$ cat config.mk
export PLATFORM = sky130hd
export DESIGN_NAME = round_robin_task_scheduler_core
export DESIGN_NICKNAME = d
export VERILOG_FILES = /design/src/rtl/rrts_pkg.sv /design/src/rtl/round_robin_task_scheduler_core.sv /design/src/rtl/rrts_queue.sv /design/src/rtl/rrts_task_table.sv
export SDC_FILE = /design/constraint.sdc
export NUM_CORES = 1
export LEC_CHECK = 0
export BUFFER_PORTS_ARGS = -buffer_cell sky130_fd_sc_hd__buf_2
export CAP_MARGIN = 30
export CORE_ASPECT_RATIO = 1.75
export CORE_UTILIZATION = 60
export DETAILED_ROUTE_END_ITERATION = 7
export PLACE_DENSITY = 0.86
export SYNTH_ARGS = -nofsm -noshare
export SYNTH_HDL_FRONTEND = slang
export SYNTH_SLANG_ARGS = --single-unit
$ cat constraint.sdc
create_clock -name clk -period 5.8 [get_ports clk]
set_clock_uncertainty 0.05 [all_clocks]
set_input_delay 0.58 -clock clk [delete_from_list [all_inputs] [get_ports clk]]
set_output_delay 0.58 -clock clk [all_outputs]
set_load 0.02 [all_outputs]
$ cat src/rtl/rrts_pkg.sv
// shared types, codes and constants of the round-robin task scheduler
// no dependencies; used by rrts_queue, rrts_task_table and the top level
`default_nettype none

package rrts_pkg;

  // sizes fixed by the field widths
  localparam int RRTS_MAX_TASKS = 16;
  localparam int NUM_IDS        = 16;
  localparam int ID_W           = 4;
  localparam int PRIO_W         = 8;

  // reset contents
  localparam logic [ID_W-1:0]   RST_MAIN_ID   = 4'd0;
  localparam logic [ID_W-1:0]   RST_IDLE_ID   = 4'd1;
  localparam logic [PRIO_W-1:0] MAIN_PRIORITY = 8'd31;
  localparam logic [PRIO_W-1:0] IDLE_PRIORITY = 8'd10;

  typedef enum logic [2:0] {
    CMD_CREATE  = 3'd0,
    CMD_PREEMPT = 3'd1,
    CMD_YIELD   = 3'd2,
    CMD_BLOCK   = 3'd3,
    CMD_UNBLOCK = 3'd4
  } cmd_t;

  typedef enum logic [2:0] {
    TS_UNUSED  = 3'd0,
    TS_RUNNING = 3'd1,
    TS_READY   = 3'd2,
    TS_BLOCKED = 3'd3,
    TS_WAITING = 3'd4,
    TS_HANGING = 3'd5
  } task_state_t;

  typedef enum logic [1:0] {
    BS_BLOCKED = 2'd0,
    BS_WAITING = 2'd1,
    BS_HANGING = 2'd2,
    BS_INVALID = 2'd3
  } block_status_t;

  typedef enum logic [1:0] {
    ERR_OK      = 2'd0,
    ERR_STATUS  = 2'd1,
    ERR_UNBLOCK = 2'd2,
    ERR_FULL    = 2'd3
  } err_t;

  // deque operations for one transaction
  typedef struct packed {
    logic            append;
    logic            push_front;
    logic            pop;
    logic [ID_W-1:0] id;
  } qctl_t;

  // deque status
  typedef struct packed {
    logic            full;
    logic            empty;
    logic [ID_W-1:0] head_id;
  } qstat_t;

  // task table updates for one transaction
  typedef struct packed {
    logic              prio_wr;
    logic              ready_wr;
    logic [ID_W-1:0]   id;
    logic [PRIO_W-1:0] prio;
    logic              cur_wr;
    logic [ID_W-1:0]   cur_id;
    task_state_t       cur_state;
    logic              next_wr;
    logic [ID_W-1:0]   next_id;
  } tctl_t;

endpackage

`default_nettype wire

$ cat src/rtl/round_robin_task_scheduler_core.sv
// round-robin task scheduler: input register, command decode, result register
// depends on rrts_pkg, rrts_queue and rrts_task_table
//
// usage:
//   the input channel (in_valid / in_stall) carries one command per transaction:
//   create, preempt, yield, block or unblock, with task number, priority and
//   block status. every command gives exactly one result transaction on the
//   output channel (out_valid / out_stall): running task, switch flag, tick
//   reload and error code.
//   cfg_we / cfg_wdata write the idle task number; write it only while no
//   command is in flight.
//   the command waits in the input register and is decoded from there; the
//   result register loads when it is decoded, which a receiver stall can hold off.
//   throughput: one command per cycle while the receiver does not stall; the
//   deque head is kept registered and the tables are updated in the same cycle,
//   so nothing else limits the rate below that.
//   reset (rst_n low, synchronous): task 0 runs, the deque holds task 1, the
//   idle task is 1, both channels empty.
//   when the receiver stalls, the result register holds and the input register
//   fills; in_stall rises once both are occupied.
`default_nettype none

module round_robin_task_scheduler_core #(
  parameter int MAX_TASKS = rrts_pkg::RRTS_MAX_TASKS
) (
  input  wire logic                        clk,
  input  wire logic                        rst_n,
  // configuration
  input  wire logic                        cfg_we,
  input  wire logic [rrts_pkg::ID_W-1:0]   cfg_wdata,
  // command channel
  input  wire logic                        in_valid,
  output logic                             in_stall,
  input  wire logic [2:0]                  in_cmd,
  input  wire logic [rrts_pkg::ID_W-1:0]   in_task_id,
  input  wire logic [rrts_pkg::PRIO_W-1:0] in_priority_req,
  input  wire logic [1:0]                  in_block_status,
  // result channel
  output logic                             out_valid,
  input  wire logic                        out_stall,
  output logic [rrts_pkg::ID_W-1:0]        out_running_id,
  output logic                             out_switched,
  output logic                             out_reload_valid,
  output logic [rrts_pkg::PRIO_W-1:0]      out_reload_ticks,
  output logic [1:0]                       out_error
);
  import rrts_pkg::*;

  // input register
  logic              in_vld_r;
  logic [2:0]        cmd_r;
  logic [ID_W-1:0]   id_r;
  logic [PRIO_W-1:0] prio_r;
  logic [1:0]        bstat_r;

  // result register
  logic              out_vld_r;
  logic [ID_W-1:0]   out_run_r;
  logic              out_sw_r;
  logic              out_rv_r;
  logic [PRIO_W-1:0] out_rt_r;
  logic [1:0]        out_err_r;

  // scheduler registers
  logic [ID_W-1:0]   cur_r;
  logic [ID_W-1:0]   idle_r;

  logic              in_accept;
  logic              proc;

  qctl_t             qctl;
  qstat_t            qstat;
  tctl_t             tctl;
  task_state_t       id_state;
  logic [PRIO_W-1:0] cur_prio;

  logic              sw;
  logic [ID_W-1:0]   next_id;
  logic              rvalid;
  logic [PRIO_W-1:0] rticks;
  err_t              err;
  cmd_t              cmd_e;
  block_status_t     bstat_e;
  logic              id_parked;

  // handshake: decode when the result register is free or being emptied
  assign proc      = in_vld_r & (~out_vld_r | ~out_stall);
  assign in_stall  = in_vld_r & ~proc;
  assign in_accept = in_valid & ~in_stall;

  // idle task register
  always_ff @(posedge clk) begin
    if (!rst_n) begin
      idle_r <= RST_IDLE_ID;
    end else if (cfg_we) begin
      idle_r <= cfg_wdata;
    end
  end

  // input register
  always_ff @(posedge clk) begin
    if (!rst_n) begin
      in_vld_r <= 1'b0;
    end else begin
      in_vld_r <= in_accept | (in_vld_r & ~proc);
    end
  end

  always_ff @(posedge clk) begin
    if (in_accept) begin
      cmd_r   <= in_cmd;
      id_r    <= in_task_id;
      prio_r  <= in_priority_req;
      bstat_r <= in_block_status;
    end
  end

  // tables and deque
  rrts_task_table u_table (
    .clk      (clk),
    .rst_n    (rst_n),
    .ctl      (tctl),
    .rd_id    (id_r),
    .cur_id   (cur_r),
    .rd_state (id_state),
    .cur_prio (cur_prio)
  );

  rrts_queue #(
    .MAX_TASKS (MAX_TASKS)
  ) u_queue (
    .clk   (clk),
    .rst_n (rst_n),
    .ctl   (qctl),
    .stat  (qstat)
  );

  assign cmd_e     = cmd_t'(cmd_r);
  assign bstat_e   = block_status_t'(bstat_r);
  assign id_parked = (id_state == TS_BLOCKED) || (id_state == TS_WAITING) ||
                     (id_state == TS_HANGING);

  // command decode
  always_comb begin
    qctl   = '0;
    tctl   = '0;
    tctl.id        = id_r;
    tctl.prio      = prio_r;
    tctl.cur_id    = cur_r;
    tctl.cur_state = TS_READY;
    sw      = 1'b0;
    next_id = cur_r;
    rvalid  = 1'b0;
    rticks  = '0;
    err     = ERR_OK;

    unique case (cmd_e)
      CMD_CREATE: begin
        if (id_state == TS_READY || id_state == TS_RUNNING) begin
          tctl.prio_wr = 1'b1;
        end else if (qstat.full) begin
          err = ERR_FULL;
        end else begin
          tctl.prio_wr  = 1'b1;
          tctl.ready_wr = 1'b1;
          qctl.append   = 1'b1;
          qctl.id       = id_r;
        end
      end
      CMD_PREEMPT, CMD_YIELD: begin
        if (qstat.full) begin
          err = ERR_FULL;
        end else begin
          // running task goes to the tail, then the head is taken
          tctl.cur_wr = 1'b1;
          qctl.append = 1'b1;
          qctl.pop    = 1'b1;
          qctl.id     = cur_r;
          next_id     = qstat.empty ? cur_r : qstat.head_id;
          sw          = 1'b1;
          if (cmd_e == CMD_PREEMPT) begin
            rvalid = 1'b1;
            rticks = cur_prio;
          end
        end
      end
      CMD_BLOCK: begin
        if (bstat_e == BS_INVALID) begin
          err = ERR_STATUS;
        end else begin
          tctl.cur_wr = 1'b1;
          unique case (bstat_e)
            BS_WAITING: tctl.cur_state = TS_WAITING;
            BS_HANGING: tctl.cur_state = TS_HANGING;
            default:    tctl.cur_state = TS_BLOCKED;
          endcase
          // empty deque wakes the idle task
          qctl.pop = ~qstat.empty;
          next_id  = qstat.empty ? idle_r : qstat.head_id;
          sw       = 1'b1;
        end
      end
      CMD_UNBLOCK: begin
        if (id_state == TS_READY) begin
          // already queued, nothing to do
        end else if (!id_parked) begin
          err = ERR_UNBLOCK;
        end else if (qstat.full) begin
          err = ERR_FULL;
        end else begin
          tctl.ready_wr   = 1'b1;
          qctl.push_front = 1'b1;
          qctl.id         = id_r;
        end
      end
      default: begin
        // unused command codes do nothing
      end
    endcase

    tctl.next_wr = sw;
    tctl.next_id = next_id;

    // nothing changes unless a command is being decoded
    if (!proc) begin
      qctl = '0;
      tctl.prio_wr  = 1'b0;
      tctl.ready_wr = 1'b0;
      tctl.cur_wr   = 1'b0;
      tctl.next_wr  = 1'b0;
    end
  end

  // running task
  always_ff @(posedge clk) begin
    if (!rst_n) begin
      cur_r <= RST_MAIN_ID;
    end else if (proc && sw) begin
      cur_r <= next_id;
    end
  end

  // result register
  always_ff @(posedge clk) begin
    if (!rst_n) begin
      out_vld_r <= 1'b0;
    end else if (proc) begin
      out_vld_r <= 1'b1;
    end else if (!out_stall) begin
      out_vld_r <= 1'b0;
    end
  end

  always_ff @(posedge clk) begin
    if (proc) begin
      out_run_r <= next_id;
      out_sw_r  <= sw;
      out_rv_r  <= rvalid;
      out_rt_r  <= rticks;
      out_err_r <= err;
    end
  end

  assign out_valid        = out_vld_r;
  assign out_running_id   = out_run_r;
  assign out_switched     = out_sw_r;
  assign out_reload_valid = out_rv_r;
  assign out_reload_ticks = out_rt_r;
  assign out_error        = out_err_r;

  // a switch never comes with an error
  a_switch_ok: assert property (@(posedge clk) disable iff (!rst_n)
    (out_vld_r && out_sw_r) |-> (out_err_r == ERR_OK))
    else $error("switch reported together with an error");

  // a reload only comes with a switch
  a_reload_switch: assert property (@(posedge clk) disable iff (!rst_n)
    (out_vld_r && out_rv_r) |-> out_sw_r)
    else $error("tick reload without a task switch");

  // the reported running task is the one now held
  a_running_match: assert property (@(posedge clk) disable iff (!rst_n)
    (proc && sw) |=> (out_run_r == cur_r))
    else $error("result running task differs from the scheduler register");

endmodule

`default_nettype wire

$ cat src/rtl/rrts_queue.sv
// ready deque: circular memory of task numbers with head and count
// depends on rrts_pkg; the head entry is kept in a register so pops need no memory read
`default_nettype none

module rrts_queue #(
  parameter int MAX_TASKS = rrts_pkg::RRTS_MAX_TASKS
) (
  input  wire logic           clk,
  input  wire logic           rst_n,
  input  wire rrts_pkg::qctl_t ctl,
  output rrts_pkg::qstat_t    stat
);
  import rrts_pkg::*;

  localparam int AW = (MAX_TASKS > 1) ? $clog2(MAX_TASKS) : 1;
  localparam int CW = $clog2(MAX_TASKS + 1);
  localparam logic [AW:0]   DEPTH = MAX_TASKS[AW:0];
  localparam logic [AW-1:0] LAST  = AW'(MAX_TASKS - 1);
  localparam logic [CW-1:0] FULL_CNT = CW'(MAX_TASKS);

  logic [ID_W-1:0] mem [MAX_TASKS];
  logic [AW-1:0]   head_r, head_nxt;
  logic [CW-1:0]   cnt_r, cnt_nxt;
  logic [ID_W-1:0] head_id_r;
  logic            init0_r;

  logic [AW:0]     tail_sum, tail_wrap;
  logic [AW-1:0]   tail_a, head_inc, head_dec, wr_addr;
  logic            wr_en;

  // tail position and head neighbors, all modulo the depth
  assign tail_sum  = {1'b0, head_r} + (AW+1)'(cnt_r);
  assign tail_wrap = (tail_sum >= DEPTH) ? (tail_sum - DEPTH) : tail_sum;
  assign tail_a    = tail_wrap[AW-1:0];
  assign head_inc  = (head_r == LAST) ? '0 : head_r + 1'b1;
  assign head_dec  = (head_r == '0) ? LAST : head_r - 1'b1;

  // write port
  assign wr_en   = ctl.append | ctl.push_front;
  assign wr_addr = ctl.push_front ? head_dec : tail_a;

  // next head and count
  always_comb begin
    if (ctl.push_front) begin
      head_nxt = head_dec;
    end else if (ctl.pop) begin
      head_nxt = head_inc;
    end else begin
      head_nxt = head_r;
    end
  end

  always_comb begin
    unique case ({wr_en, ctl.pop})
      2'b10:   cnt_nxt = cnt_r + 1'b1;
      2'b01:   cnt_nxt = cnt_r - 1'b1;
      default: cnt_nxt = cnt_r;
    endcase
  end

  // storage
  always_ff @(posedge clk) begin
    if (wr_en) begin
      mem[wr_addr] <= ctl.id;
    end
  end

  // pointers and the registered head entry; entry 0 holds the idle task after reset
  always_ff @(posedge clk) begin
    if (!rst_n) begin
      head_r    <= '0;
      cnt_r     <= CW'(1);
      head_id_r <= RST_IDLE_ID;
      init0_r   <= 1'b1;
    end else begin
      head_r <= head_nxt;
      cnt_r  <= cnt_nxt;
      if (wr_en && wr_addr == head_nxt) begin
        head_id_r <= ctl.id;
      end else if (init0_r && head_nxt == '0) begin
        head_id_r <= RST_IDLE_ID;
      end else begin
        head_id_r <= mem[head_nxt];
      end
      if (wr_en && wr_addr == '0) begin
        init0_r <= 1'b0;
      end
    end
  end

  assign stat.full    = (cnt_r == FULL_CNT);
  assign stat.empty   = (cnt_r == '0);
  assign stat.head_id = head_id_r;

  // no growth of a full deque
  a_no_overflow: assert property (@(posedge clk) disable iff (!rst_n)
    (wr_en && !ctl.pop) |-> !stat.full)
    else $error("deque written while full");

  // no pop of an empty deque
  a_no_underflow: assert property (@(posedge clk) disable iff (!rst_n)
    (ctl.pop && !wr_en) |-> !stat.empty)
    else $error("deque popped while empty");

endmodule

`default_nettype wire

$ cat src/rtl/rrts_task_table.sv
// per-task status and priority tables, one entry per task number
// depends on rrts_pkg; flip-flop arrays with reset contents
`default_nettype none

module rrts_task_table (
  input  wire logic                   clk,
  input  wire logic                   rst_n,
  input  wire rrts_pkg::tctl_t        ctl,
  input  wire logic [rrts_pkg::ID_W-1:0] rd_id,
  input  wire logic [rrts_pkg::ID_W-1:0] cur_id,
  output rrts_pkg::task_state_t       rd_state,
  output logic [rrts_pkg::PRIO_W-1:0] cur_prio
);
  import rrts_pkg::*;

  task_state_t       state_r [NUM_IDS];
  logic [PRIO_W-1:0] prio_r  [NUM_IDS];

  // status entries; the dispatched task wins over the one it replaces
  always_ff @(posedge clk) begin
    if (!rst_n) begin
      for (int i = 0; i < NUM_IDS; i++) begin
        if (ID_W'(i) == RST_MAIN_ID) begin
          state_r[i] <= TS_RUNNING;
        end else if (ID_W'(i) == RST_IDLE_ID) begin
          state_r[i] <= TS_READY;
        end else begin
          state_r[i] <= TS_UNUSED;
        end
      end
    end else begin
      for (int i = 0; i < NUM_IDS; i++) begin
        if (ctl.next_wr && ctl.next_id == ID_W'(i)) begin
          state_r[i] <= TS_RUNNING;
        end else if (ctl.cur_wr && ctl.cur_id == ID_W'(i)) begin
          state_r[i] <= ctl.cur_state;
        end else if (ctl.ready_wr && ctl.id == ID_W'(i)) begin
          state_r[i] <= TS_READY;
        end
      end
    end
  end

  // priority entries
  always_ff @(posedge clk) begin
    if (!rst_n) begin
      for (int i = 0; i < NUM_IDS; i++) begin
        if (ID_W'(i) == RST_MAIN_ID) begin
          prio_r[i] <= MAIN_PRIORITY;
        end else if (ID_W'(i) == RST_IDLE_ID) begin
          prio_r[i] <= IDLE_PRIORITY;
        end else begin
          prio_r[i] <= '0;
        end
      end
    end else if (ctl.prio_wr) begin
      prio_r[ctl.id] <= ctl.prio;
    end
  end

  assign rd_state = state_r[rd_id];
  assign cur_prio = prio_r[cur_id];

endmodule

`default_nettype wire

After elaboration in Yosys (flattened, before gate mapping)
Memories as Yosys holds them, arrays and structs flattened. A register that Yosys moved wholly into a read port is not among the register bits.
Cells that the tools add are included.
W data, S select, Z words.
Storage, ports and cells
  flip-flop bits (word level): 49
  bits in latches: 0
  memory bits (writable): 240
  bits in read-only memories: 0
  output and inout bits: 18
  memories: 3
Memories
  u_table.prio_r: words 16, width 8, read ports 1, clocked after Yosys merged registers in 1, write ports 16, line rrts_task_table.sv:17  | logic [PRIO_W-1:0] prio_r [NUM_IDS];
  u_queue.mem: words 16, width 4, read ports 1, clocked after Yosys merged registers in 0, write ports 1, line rrts_queue.sv:21  | logic [ID_W-1:0] mem [MAX_TASKS];
  u_table.state_r: words 16, width 3, read ports 1, clocked after Yosys merged registers in 1, write ports 16, line rrts_task_table.sv:16  | task_state_t state_r [NUM_IDS];
Operators by class
  add/subtract/negate cells: 6
  multipliers: 0
  divide/modulo/power cells: 0
  $lt $le $gt $ge: 1
  equal/unequal tests: 63
  shift-type cells: 0
  multiplexer cells: 300
  bitwise logic cells: 61
  reduce and logical (&&, ||, !) cells: 68
Operators by type and width (count)
  $mux W1: 214
  $mux W3: 50
  $eq A4 B4 Y1 const B: 25
  $mux W4: 18
  $logic_and A1 B1 Y1: 52
  $or A1 B1 Y1: 51
  $eq A4 B3 Y1 const B: 12
  $eq A4 B2 Y1 const B: 6
  $logic_not A4 Y1: 6
  $eq A3 B2 Y1 const B: 4
  $eq A4 B1 Y1 const B: 3
  $mux W2: 6
  $pmux W4 S3: 1
  $pmux W5 S2: 1
  $eq A3 B3 Y1 const B: 3
  $mux W8: 1
  $pmux W1 S2: 4
  $pmux W2 S4: 1
  $pmux W4 S2: 1
  $reduce_or A8 Y1: 1
  $sub A4 B1 Y4 const B: 2
  $mux W7: 1
  $not A1 Y1: 7
  $eq A2 B2 Y1 const B: 3
  other kinds (19): 26

Longest topological paths before layout
Gate-level depths: netlist of run 1.
  depth in word-level cells: 14
  mapped depth: 20
  depth with buffers taken out: 16

Modules after synthesis
From an unflattened synthesis of run 1, not the netlist that was laid out.
Second synthesis, totals
  cell total of the unflattened synthesis: 1157
  area total of the unflattened synthesis: 14898.0 um2
Modules (own cells, without submodules)
  rrts_task_table: times used 1, cells an instance 698, area an instance 9064.9 um2, seq. area each 5285.1 um2
  rrts_queue: times used 1, cells an instance 303, area an instance 3846.2 um2, seq. area each 2202.1 um2
  round_robin_task_scheduler_core: times used 1, cells an instance 156, area an instance 1986.9 um2, seq. area each 1191.1 um2

Least setup slack after synthesis of run 1
No wires, ideal clock.
  kind: register to register
  start: register with a tool-made name
  end: register u_queue.cnt_r[4]
  setup time: 76 ps
  arrival time: 4170 ps
  slack: 1505 ps
  cell stages (with the launch flop): 20
  path buffers: 3
  clock period less this slack: 4295 ps
  path through: dfxtp_1 > buf_6 > mux4_2 > a22o_1 > a41o_1 > nor2_1 > a21oi_1 > a21oi_1 > clkbuf_1 > o21ai_0 > ha_1 > clkbuf_1 > xor2_1 > ha_1 > o21ai_0 > a21oi_1 > a21oi_1 > xor2_1 > or3_1 > a21boi_0
RTL lines
  end signal: assignment: line rrts_queue.sv:77  | cnt_r <= cnt_nxt;
  end: declaration: line rrts_queue.sv:23  | logic [CW-1:0] cnt_r, cnt_nxt;

==> reports/results.env, run 1 <==
RUN_STATUS='finished clean'
TIMING_HOLD_VIOLATIONS_FINAL=0
DETAILEDROUTE.FIRSTITERATIONVIOLATIONS=997
WORSTSETUPENDPOINT='u_queue.cnt_r[4]$_SDFFE_PN0P_'
SLEW-LIMIT-HEADROOM=0.347
CORE.ROWCOUNT=75
CLK_LATENCY_PS=560
CLK_PIN_SLEW_PS=70
MAXIMUM_NUMBER_OF_PINS_ON_ONE_NET_BEFORE_GLOBAL_ROUTE_REPAIR=79
REG2REGPATHDEPTH=17
POSTROUTEWIRELENGTH_MM=37.4
CTS_MAX_LEVEL=1
TOTAL_LEAKAGE_POWER_uW=0.00587
REG2REG_SLACK_PS=1060
NNETSFINAL=1249
ASYNCSETRESETFLOPFRACSYNTH=0
WORST_HOLD_PATH_TYPE='in2reg'
POST_CTS_BUFFERS=0
LAYOUT_COMMONEST_CELL='sky130_fd_sc_hd__edfxtp_1'
ANTENNA_VIOLATIONS_BEFORE_REPAIR=0
SYNTH.DISTINCT_CELLS=71
YOSYS_REGISTER_BITS=301
GRT_FIRST_PASS_WIRELENGTH_MM=57.5
DIE-AREA_SQ_UM=25200
DRT_DRC_VIOLATIONS_LEFT=0
PLACEABLECOREAREA_SQ_UM=24000
MAX-VDD-IR-DROP_uV=288
YOSYS_WARNINGS=0
IO_BUFFERS=43
START_KIND='flip-flop'
UNREPAIRED_SETUP_ENDPOINTS_AFTER_GLOBAL_ROUTING='no'
CTS_SINKS=301
FIN_AREA_SQ_UM=16200
DRIVE_ABOVE_1_SHARE=0.150
FLOORPLAN.INITIALDENSITY=0.613
CTS-BUFFERS-INSERTED=27
SYNTH.YOSYS.SEQ_AREA_SHARE=0.595
FINALCRITPERIODSHARE=0.818
GPL.FINAL_WEIGHTED_CONGESTION=1.00
IO_COUNT=44
FINALSETUPVIOLCOUNT=0
SYN_NETS=1210
FMAX_MHz=211
POSTSYNTHCELLCOUNT=1172
PLACED_AREA_SQ_UM=15300
FP.DIEW_UM=120
PATH_CLASS='reg2reg'
CP-END-KIND='flip-flop'
DIE_H_UM=209
RATIO_OF_TOTAL_POWER_TO_CELL_AREA_nW_PER_UM2=293
DRT.ANTENNA.VIOLATING_NETS=0
TRITONCTS='yes'
POST_DETAILED_ROUTE_WIRELENGTH_PER_CELL_UM=24.3
MOSTFREQUENTLAYOUTCELLS='273 x sky130_fd_sc_hd__edfxtp_1, 140 x sky130_fd_sc_hd__and2_1, 112 x sky130_fd_sc_hd__nand2_1'
GRT_REMAINING_OVERFLOW=0
CP.REQUIRED_PS=6240
DETAILEDPLACEMENTHPWL_MM=27.0
VIAS_IN_THE_FIRST_GLOBAL_ROUTE=10139
NUMBER_OF_MAX_SLEW_VIOLATIONS_IN_THE_FINAL_REPORT=0
VIAS=10048
CTS_RESIZED=0
CTS_ROOT_CELL='sky130_fd_sc_hd__clkbuf_16'
SYNTHTOLAYOUTAREAGROWTH_PCT=9.91
GLOBALROUTETOTALUTIL=0.310
POST_SYNTH_INSTANCE_AREA_SQ_UM=14700
MAXCAPVIOLCOUNT=0
ENDPOINT_OF_THE_WORST_REGISTER_TO_REGISTER_PATH='u_queue.cnt_r[4]$_SDFFE_PN0P_'
SYNTH_AREA_PER_CELL_SQ_UM=12.6
CRITICAL_PATH_ARRIVAL_PS=5180
CTS_HOLD_BUFFERS=0
HOLD_START='in_priority_req[1]'
N_FILL_CELL=1703
CLOCK_TREE.BUFFER_DEPTH=3
SYNTH-MAIN-FF-CELL='sky130_fd_sc_hd__edfxtp_1'
SETUP-TNS-FINAL_PS=0
TIGHTEST_SLEW_PS=977
CRITPATHMAXFANOUT=12
FINAL.MIN_CLOCK_PERIOD_PS=4740
POST_DETAILED_ROUTE_VIA_TO_CELL_RATIO=6.52
DR.PASS1.ITERS=6
SYNTH_ENABLE_FLOP_CELLS=273
[area by class of cell]
cell class / instances / area (sq um) / share of cell area
inverters: 23 / 86.3 / 0.00534
well taps: 308 / 385 / 0.0238
clock buffers: 29 / 683 / 0.0422
repair buffers: 76 / 438 / 0.0271
diodes: 2 / 5.00 / 0.000309
clock inverters: 20 / 230 / 0.0142
flip-flops and latches: 301 / 8760 / 0.542
multi-input cells: 782 / 5590 / 0.345
[cell families (layout without fill, tap and decap cells)]
group	after synthesis	in the layout	share of synthesized area
xor+xnor	18	18	0.0107
flops	301	301	0.595
fa+ha+maj	12	12	0.0107
mux	82	82	0.0991
simple gates	481	481	0.169
buf+inv	89	148	0.0252
other cells	0	2	0
compound gates	189	189	0.0905
[where the power goes]
| group | switching (uW) | internal [uW] | leakage [uW] |
|---|---|---|---|
| Clock | 816 | 1040 | 0.000438 |
| Combinational | 248 | 148 | 0.00244 |
| Sequential | 61.8 | 2420 | 0.00298 |
| Total | 1130 | 3620 | 0.00587 |
[registers in the layout, indices dropped and copies added, names as in the netlist, 5 cells and up, named ones only]
| name | flops |
|---|---|
| u_table.prio_r | 128 |
| u_table.state_r | 48 |
| out_reload_ticks | 8 |
| prio_r | 8 |
| u_queue.mem | 64 |
| u_queue.cnt_r | 5 |
[routing by layer]
layer / GRT usage / up-vias / part of all wire
met5: 0 / - / 0
met4: 0.230 / 0 / 0.083
met3: 0.0461 / 172 / 0.071
met2: 0.573 / 572 / 0.55
met1: 0.306 / 4838 / 0.30
li1: - / 4466 / -
[cell usage after synthesis, types with 17 or more instances]
cell type                  instances  area (sq um)
sky130_fd_sc_hd__dfxtp_1          28           561
sky130_fd_sc_hd__nand2_1         112           420
sky130_fd_sc_hd__mux2i_1          28           280
sky130_fd_sc_hd__nor2_1           90           338
sky130_fd_sc_hd__nor3_1           24           120
sky130_fd_sc_hd__nor2b_1          21           131
sky130_fd_sc_hd__and3_1           17           106
sky130_fd_sc_hd__inv_1            23          86.3
sky130_fd_sc_hd__nand3_1          18          90.1
sky130_fd_sc_hd__o21ai_0          57           285
sky130_fd_sc_hd__and2_1          140           876
sky130_fd_sc_hd__clkbuf_1         42           158
sky130_fd_sc_hd__mux4_2           48          1080
sky130_fd_sc_hd__edfxtp_1        273          8200
sky130_fd_sc_hd__a21oi_1          19          95.1
[worst min path at each step]
stage                                              end  depth (start not counted)  slack (ps)
after floorplan           u_queue.init0_r$_SDFFE_PN1P_                          2         390
after CTS                          prio_r[3]$_DFFE_PP_                          1         140
final                              prio_r[1]$_DFFE_PP_                          1         150
after global placement    u_queue.init0_r$_SDFFE_PN1P_                          2         400
after detailed placement  u_queue.init0_r$_SDFFE_PN1P_                          2         420
after global routing               prio_r[5]$_DFFE_PP_                          1         140
[per-stage QoR]
stage	utilization	setup WS [ps]	cells	total power, uW	hold WS (ps)
final	0.673	1060	1541	4740	149
after CTS	0.673	1040	1538	4740	144
after floorplan	-	1500	1172	2780	390
after global routing	0.673	614	1539	4840	141
after detailed placement	0.635	1040	1489	2920	416
after global placement	0.630	1200	1469	2900	398
[critical path, stage by stage (launching register included)]
cell and delay [ps]:
sky130_fd_sc_hd__dfxtp_1 670, sky130_fd_sc_hd__mux4_2 570, sky130_fd_sc_hd__a22o_1 320, sky130_fd_sc_hd__a41oi_4 320
sky130_fd_sc_hd__nor2_1 120, sky130_fd_sc_hd__a21oi_1 180, sky130_fd_sc_hd__a21oi_1 80, sky130_fd_sc_hd__buf_4 170
sky130_fd_sc_hd__o21ai_0 390, sky130_fd_sc_hd__ha_1 450, sky130_fd_sc_hd__xor2_1 190, sky130_fd_sc_hd__ha_1 200
sky130_fd_sc_hd__o21ai_0 80, sky130_fd_sc_hd__a21oi_1 160, sky130_fd_sc_hd__a21oi_1 90, sky130_fd_sc_hd__xor2_1 150
sky130_fd_sc_hd__or3_1 310, sky130_fd_sc_hd__a21boi_0 160
(Power assumes the default switching activity.)
==> run 2, diff against run 1 <==
--- a/config.mk
+++ b/config.mk
@@ -8,7 +8,7 @@
 export BUFFER_PORTS_ARGS = -buffer_cell sky130_fd_sc_hd__buf_2
 export CAP_MARGIN = 30
 export CORE_ASPECT_RATIO = 1.75
-export CORE_UTILIZATION = 60
+export CORE_UTILIZATION = 57
 export DETAILED_ROUTE_END_ITERATION = 7
 export PLACE_DENSITY = 0.86
 export SYNTH_ARGS = -nofsm -noshare
==> constraint.sdc (replaced) <==
create_clock -name clk -period 4.36 [get_ports clk]
set_clock_uncertainty 0.05 [all_clocks]
set_input_delay 0.436 -clock clk [delete_from_list [all_inputs] [get_ports clk]]
set_output_delay 0.436 -clock clk [all_outputs]
set_load 0.02 [all_outputs]
==> run 2 against run 1 <==
Worst setup slack got worse by 750 ps. Highest routed layer is now met5. Clock-buffer cell count did not move. Worst hold slack got worse by 99 ps. Sequential power rose by 33%. Maximum frequency rose by 17%. Routed wire length rose by 6.9%. Via count rose by 3.1%. Die area rose by 5.2%.
==> reports/results.env, run 2 (synthesis gave the netlist of run 1 again) <==
CP-END-KIND='flip-flop'
POST_ROUTE_SETUP_SLACK_PS=308
PLACEABLECOREAREA_SQ_UM=25300
DIE-AREA_SQ_UM=26500
PATH_CELLS='mux4_2 -> a22o_1 -> a41o_1 -> nor2_1 -> a21oi_1 -> a21oi_1 -> o21ai_0 -> ha_1 -> xor2_1 -> ha_1 -> o21ai_0 -> a21oi_1 -> a21oi_1 -> xor2_1 -> or3_1 -> a21boi_0'
LARGEST_REGISTERS='u_table.prio_r x128, u_queue.mem x64, u_table.state_r x48'
REGISTERS.TOP_BY_FF_COUNT='u_table.prio_r'
RUN_STATUS='finished clean'
CRITICAL_PATH.MAX_STAGE_DELAY_PS=620
CP.REQUIRED_PS=4800
DRT_DRC_VIOLATIONS_LEFT=0
GPL.FINAL_WEIGHTED_CONGESTION=0.977
FINALCRITPERIODSHARE=0.929
POSTROUTEWIRELENGTH_MM=40.0
CTS_ROOT_CELL='sky130_fd_sc_hd__clkbuf_16'
FINAL_CORE_UTILIZATION=0.648
DRT.ANTENNA.VIOLATING_NETS=0
GR-MAX-USAGE-LAYER='met2'
ANTENNA_VIOLATIONS_BEFORE_REPAIR=1
DR.PASS1.ITERS=7
POST_DETAILED_ROUTE_WIRELENGTH_PER_CELL_UM=25.4
MAX-VDD-IR-DROP_uV=375
NNETSFINAL=1278
FINAL-INSTANCE-COUNT-EXCL-FILL=1573
GRT_FIRST_PASS_WIRELENGTH_MM=60.5
MAXCAPVIOLCOUNT=0
VIAS_IN_THE_FIRST_GLOBAL_ROUTE=10694
CTS-BUFFERS-INSERTED=27
RATIO_OF_TOTAL_POWER_TO_CELL_AREA_nW_PER_UM2=378
CLOCK_TREE.BUFFER_DEPTH=3
CTS_MAX_LEVEL=1
TOTAL_LEAKAGE_POWER_uW=0.00598
USE_MET1=0.300
DIODES=0
PATH_CLASS='reg2reg'
CLK_PIN_SLEW_PS=70
FLOORPLAN.INITIALDENSITY=0.581
CRITICAL_PATH_ARRIVAL_PS=4490
TRITONCTS='yes'
CRITPATHMAXFANOUT=10
LARGEST_REGISTER_FF_COUNT=128
CRIT_TOP_CELL='sky130_fd_sc_hd__a21oi_1'
TIMING_HOLD_VIOLATIONS_FINAL=0
DETAILEDROUTE.FIRSTITERATIONVIOLATIONS=900
GRT_REMAINING_OVERFLOW=0
DETAILEDPLACEMENTHPWL_MM=28.7
FINAL.MIN_CLOCK_PERIOD_PS=4050
LAYOUT_COMMONEST_CELL='sky130_fd_sc_hd__edfxtp_1'
FINALSETUPVIOLCOUNT=0
TIGHTEST_SLEW_PS=1070
MET3_USAGE=0.0665
PLACE.DETAILED.INSTANCES=1513
IO_BUFFERS=43
WORST_HOLD_PATH_TYPE='in2reg'
DRIVE_ABOVE_1_SHARE=0.161
IO_COUNT=44
CTS_SINKS=301
GRT_UTIL_MET2=0.569
MOSTFREQUENTLAYOUTCELLS='273 x sky130_fd_sc_hd__edfxtp_1, 140 x sky130_fd_sc_hd__and2_1, 112 x sky130_fd_sc_hd__nand2_1'
SLEW-LIMIT-HEADROOM=0.281
POST_CTS_BUFFERS=0
PRE_CTS_SETUP_SLACK_PS=182
DIE_H_UM=215
SYNTHTOLAYOUTAREAGROWTH_PCT=11.5
WORSTPATHBUFFERINVERTERCOUNT=0
GLOBALROUTETOTALUTIL=0.316
MAXIMUM_NUMBER_OF_PINS_ON_ONE_NET_BEFORE_GLOBAL_ROUTE_REPAIR=48
FP.DIEW_UM=123
CORE.ROWCOUNT=77
CLK_LATENCY_PS=560
POST_DETAILED_ROUTE_VIA_TO_CELL_RATIO=6.58
FMAX_MHz=247
VIAS=10355
CPLARGESTDELAYFAMILY='compound AO/OA/AOI/OAI gates'
START_KIND='flip-flop'
NUMBER_OF_MAX_SLEW_VIOLATIONS_IN_THE_FINAL_REPORT=0
SLOWEST_STAGE='sky130_fd_sc_hd__dfxtp_1'
## run 2: cell count changes in the layout (fill, tap and decap cells not counted), moves of 2 or more
cell / previous run / this run
sky130_fd_sc_hd__buf_4: 18 / 47
sky130_fd_sc_hd__buf_2: 56 / 43
sky130_fd_sc_hd__dlygate4sd3_1: 0 / 13
sky130_fd_sc_hd__buf_6: 2 / 0
sky130_fd_sc_hd__bufinv_16: 4 / 2
sky130_fd_sc_hd__clkinv_1: 5 / 3
sky130_fd_sc_hd__clkinv_2: 3 / 5
sky130_fd_sc_hd__clkinvlp_4: 3 / 5
sky130_fd_sc_hd__dfxtp_1: 27 / 25
sky130_fd_sc_hd__dfxtp_2: 1 / 3
sky130_fd_sc_hd__diode_2: 2 / 0
## run 2: final timing paths
check	start	cells after the start	to	slack, ps
min	in_task_id[2]	1	id_r[2]$_DFFE_PP_	50
max	flip-flop	16	u_queue.cnt_r[4]$_SDFFE_PN0P_	310
min reg2reg	u_queue.init0_r$_SDFFE_PN1P_	2	u_queue.init0_r$_SDFFE_PN1P_	450
max reg2reg	flip-flop	16	u_queue.cnt_r[4]$_SDFFE_PN0P_	310
## run 2: cell type report
| class | count | area [sq um] |
|---|---|---|
| fill | 1851 | 8920 |
| tap | 316 | 395 |
| sequential | 301 | 8760 |
| inverter | 23 | 86.3 |
| multi-input combinational | 782 | 5590 |
| timing repair buffer | 105 | 746 |
| clock inverter | 17 | 154 |
| clock buffer | 29 | 683 |
## run 2: per-layer routing
layer,vias to the layer above,wire [um]
li1,4512,-
met1,5033,11900
met2,587,21600
met3,221,2800
met4,2,3690
met5,-,13
## run 2: report_power, final
part           total [uW]  internal, uW  leakage (uW)  switching, uW
combinational         564           219       0.00260            345
clock                2340          1250      0.000399           1080
sequential           3310          3220       0.00298           86.4
total                6210          4700       0.00598           1510
## run 2: repair_timing
item,CTS,global route
hold endpoints to repair,12,1
gates resized for setup,0,2
hold buffers,12,1
setup endpoints to repair,0,1
## run 2: stage by stage
| step | total power [uW] | cell area (sq um) | hold slack [ps] | TNS (ps) |
|---|---|---|---|---|
| 3_5_place_dp | 3900 | 15400 | 423 | 0 |
| 3_3_place_gp | 3880 | 15400 | 411 | 0 |
| 4_1_cts | 6200 | 16400 | 6.91 | 0 |
| 2_1_floorplan | 3690 | 14700 | 390 | 0 |
| 6_report | 6210 | 16400 | 50.1 | 0 |
| 5_1_grt | 6350 | 16400 | 36.7 | -36.2 |
==> run 3, diff against run 2 <==
--- a/config.mk
+++ b/config.mk
@@ -8,9 +8,9 @@
 export BUFFER_PORTS_ARGS = -buffer_cell sky130_fd_sc_hd__buf_2
 export CAP_MARGIN = 30
 export CORE_ASPECT_RATIO = 1.75
-export CORE_UTILIZATION = 57
+export CORE_UTILIZATION = 40
 export DETAILED_ROUTE_END_ITERATION = 7
-export PLACE_DENSITY = 0.86
+export PLACE_DENSITY = 0.66
 export SYNTH_ARGS = -nofsm -noshare
 export SYNTH_HDL_FRONTEND = slang
 export SYNTH_SLANG_ARGS = --single-unit
==> run 3 against run 2 <==
Clock power rose by 11%. Highest routed layer is now met4. Largest power group unchanged. Die area is 42% higher. Flip-flop and latch count stayed put. Register-to-register slack about the same.
==> reports/results.env, run 3 (synthesis gave the netlist of run 1 again) <==
CRITICAL_PATH_ARRIVAL_PS=4430
SYNTHTOLAYOUTAREAGROWTH_PCT=13.9
SLEW-LIMIT-HEADROOM=0.344
ANTENNA_VIOLATIONS_BEFORE_REPAIR=0
POWER.SEQUENTIAL.FRACTION=0.510
CRITICAL_PATH.MAX_STAGE_DELAY_PS=630
ROUTE.TOP_LAYER_USED='met4'
CTS_SINKS=301
CTS_ROOT_CELL='sky130_fd_sc_hd__clkbuf_16'
GLOBALROUTETOTALUTIL=0.210
TOTAL_LEAKAGE_POWER_uW=0.00607
TIMING_HOLD_VIOLATIONS_FINAL=0
PRE_CTS_SETUP_SLACK_PS=110
PLACEABLECOREAREA_SQ_UM=36100
DIODES=0
MET2WIRELENGTH_MM=22.0
CRIT_TOP_CELL='sky130_fd_sc_hd__mux2i_1'
CLOCK_TREE.BUFFER_DEPTH=3
GRT_FIRST_PASS_WIRELENGTH_MM=59.1
FINALCRITPERIODSHARE=0.930
CRITPATHMAXFANOUT=13
MOSTFREQUENTLAYOUTCELLS='273 x sky130_fd_sc_hd__edfxtp_1, 140 x sky130_fd_sc_hd__and2_1, 112 x sky130_fd_sc_hd__nand2_1'
SLOWEST_STAGE='sky130_fd_sc_hd__edfxtp_1'
TRITONCTS='yes'
FINAL.MIN_CLOCK_PERIOD_PS=4050
FLOORPLAN.INITIALDENSITY=0.407
CLK_LATENCY_PS=570
FP.DIEW_UM=147
DIE-AREA_SQ_UM=37600
INT_POWER_uW=4940
FINAL_CORE_UTILIZATION=0.464
CTS_MAX_LEVEL=1
DRT.ANTENNA.VIOLATING_NETS=0
WORSTPATHBUFFERINVERTERCOUNT=1
DETAILEDPLACEMENTHPWL_MM=28.9
CTS-BUFFERS-INSERTED=29
IO_BUFFERS=43
IO_COUNT=44
WL_MET1_MM=12.9
PATH_CLASS='reg2reg'
POWER.SHARE.SWITCHING=0.236
POSTROUTEWIRELENGTH_MM=39.0
LAYOUT_COMMONEST_CELL='sky130_fd_sc_hd__edfxtp_1'
CORE.ROWCOUNT=92
WORST_HOLD_PATH_TYPE='in2reg'
COMB_POWER_SHARE=0.088
N_FILL_CELL=3302
POST_DETAILED_ROUTE_WIRELENGTH_PER_CELL_UM=22.4
NUMBER_OF_MAX_SLEW_VIOLATIONS_IN_THE_FINAL_REPORT=0
LARGEST_REGISTERS='u_table.prio_r x128, u_queue.mem x64, u_table.state_r x48'
DIE_H_UM=256
DR.PASS1.ITERS=8
FMAX_MHz=247
MAXIMUM_NUMBER_OF_PINS_ON_ONE_NET_BEFORE_GLOBAL_ROUTE_REPAIR=79
RATIO_OF_TOTAL_POWER_TO_CELL_AREA_nW_PER_UM2=386
NNETSFINAL=1284
FINALSETUPVIOLCOUNT=0
POST_ROUTE_SETUP_SLACK_PS=307
REGISTERS.TOP_BY_FF_COUNT='u_table.prio_r'
POST_DETAILED_ROUTE_VIA_TO_CELL_RATIO=5.61
MAX-VDD-IR-DROP_uV=329
DETAILEDROUTE.FIRSTITERATIONVIOLATIONS=664
FINAL-INSTANCE-COUNT-EXCL-FILL=1738
NETSWITCHINGPOWER_uW=1530
PATH_CELLS='nand3b_1 -> or2_2 -> a211oi_2 -> mux2i_1 -> nand3_1 -> nand2_1 -> buf_4 -> mux2i_1 -> mux2_2 -> o32a_1 -> a31oi_1'
MAXCAPVIOLCOUNT=0
GRT_REMAINING_OVERFLOW=0
CLKPWRFRAC=0.402
CP.REQUIRED_PS=4730
MET3_WIRELENGTH_MM=1.72
CP-END-KIND='flip-flop'
PLACE.DETAILED.INSTANCES=1672
VIAS=9746
DRIVE_ABOVE_1_SHARE=0.166
UNREPAIRED_SETUP_ENDPOINTS_AFTER_GLOBAL_ROUTING='no'
RUN_STATUS='finished clean'
LARGEST_REGISTER_FF_COUNT=128
DRT_DRC_VIOLATIONS_LEFT=0
GPL.FINAL_WEIGHTED_CONGESTION=0.918
TIGHTEST_SLEW_PS=983
SETUP-TNS-FINAL_PS=0
START_KIND='flip-flop'
CPLARGESTDELAYFAMILY='simple AND/OR/NAND/NOR gates'
VIAS_IN_THE_FIRST_GLOBAL_ROUTE=10054
CLK_PIN_SLEW_PS=70
[run 3: cell type report]
class                   instances  area [sq um]  area share
inverters                      23          86.3     0.00515
clock buffers                  40           817      0.0487
flip-flops and latches        301          8760       0.523
well taps                     470           588      0.0351
repair buffers                109           763      0.0455
clock inverters                13           159     0.00948
multi-input cells             782          5590       0.333
[run 3: stage by stage]
stage	total power, uW	cell area (sq um)	hold slack, ps
floorplan	3690	14700	390
global placement	3910	15600	404
detailed placement	3920	15700	427
CTS	6510	16800	15.3
global route	6660	16800	16.6
finish	6470	16800	31.8
[run 3: worst register-to-register path, delay by kind of cell, from the launching register on]
family	cells	cell delay, ps
AO/OA/AOI/OAI	3	830
buffers and inverters	1	320
flip-flops	1	630
multiplexers	3	940
AND/OR/NAND/NOR	4	1160
[run 3: worst paths after layout]
| kind | start | end | slack (ps) | depth (start not counted) |
|---|---|---|---|---|
| worst max-delay path | cmd_e[0]$_DFFE_PP_ | u_queue.head_id_r[0]$_SDFF_PN1_ | 310 | 11 |
| worst min register to register | u_queue.init0_r$_SDFFE_PN1P_ | u_queue.init0_r$_SDFFE_PN1P_ | 430 | 2 |
| worst max register to register | cmd_e[0]$_DFFE_PP_ | u_queue.head_id_r[0]$_SDFF_PN1_ | 310 | 11 |
| worst min-delay path | in_task_id[1] | id_r[1]$_DFFE_PP_ | 30 | 1 |
[run 3: power groups by stage]
stage	registers, uW	logic (uW)	clock network (uW)
6_report	3300	569	2600
5_1_grt	3310	607	2740
4_1_cts	3300	568	2640
3_5_place_dp	3370	557	0
3_3_place_gp	3370	543	0
2_1_floorplan	3320	373	0
[run 3: repair_timing]
item | 4_1_cts | 5_1_grt
setup endpoints to repair | 0 | 2
resized for setup | 0 | 4
hold endpoints to repair | 13 | 0
hold buffers | 13 | 0
buffers inserted | 0 | 0
[run 3: routing by layer]
layer,GRT usage,vias to the layer above
met3,0.0226,100
met2,0.414,326
met5,0,-
met4,0.120,0
met1,0.206,4787
li1,-,4533
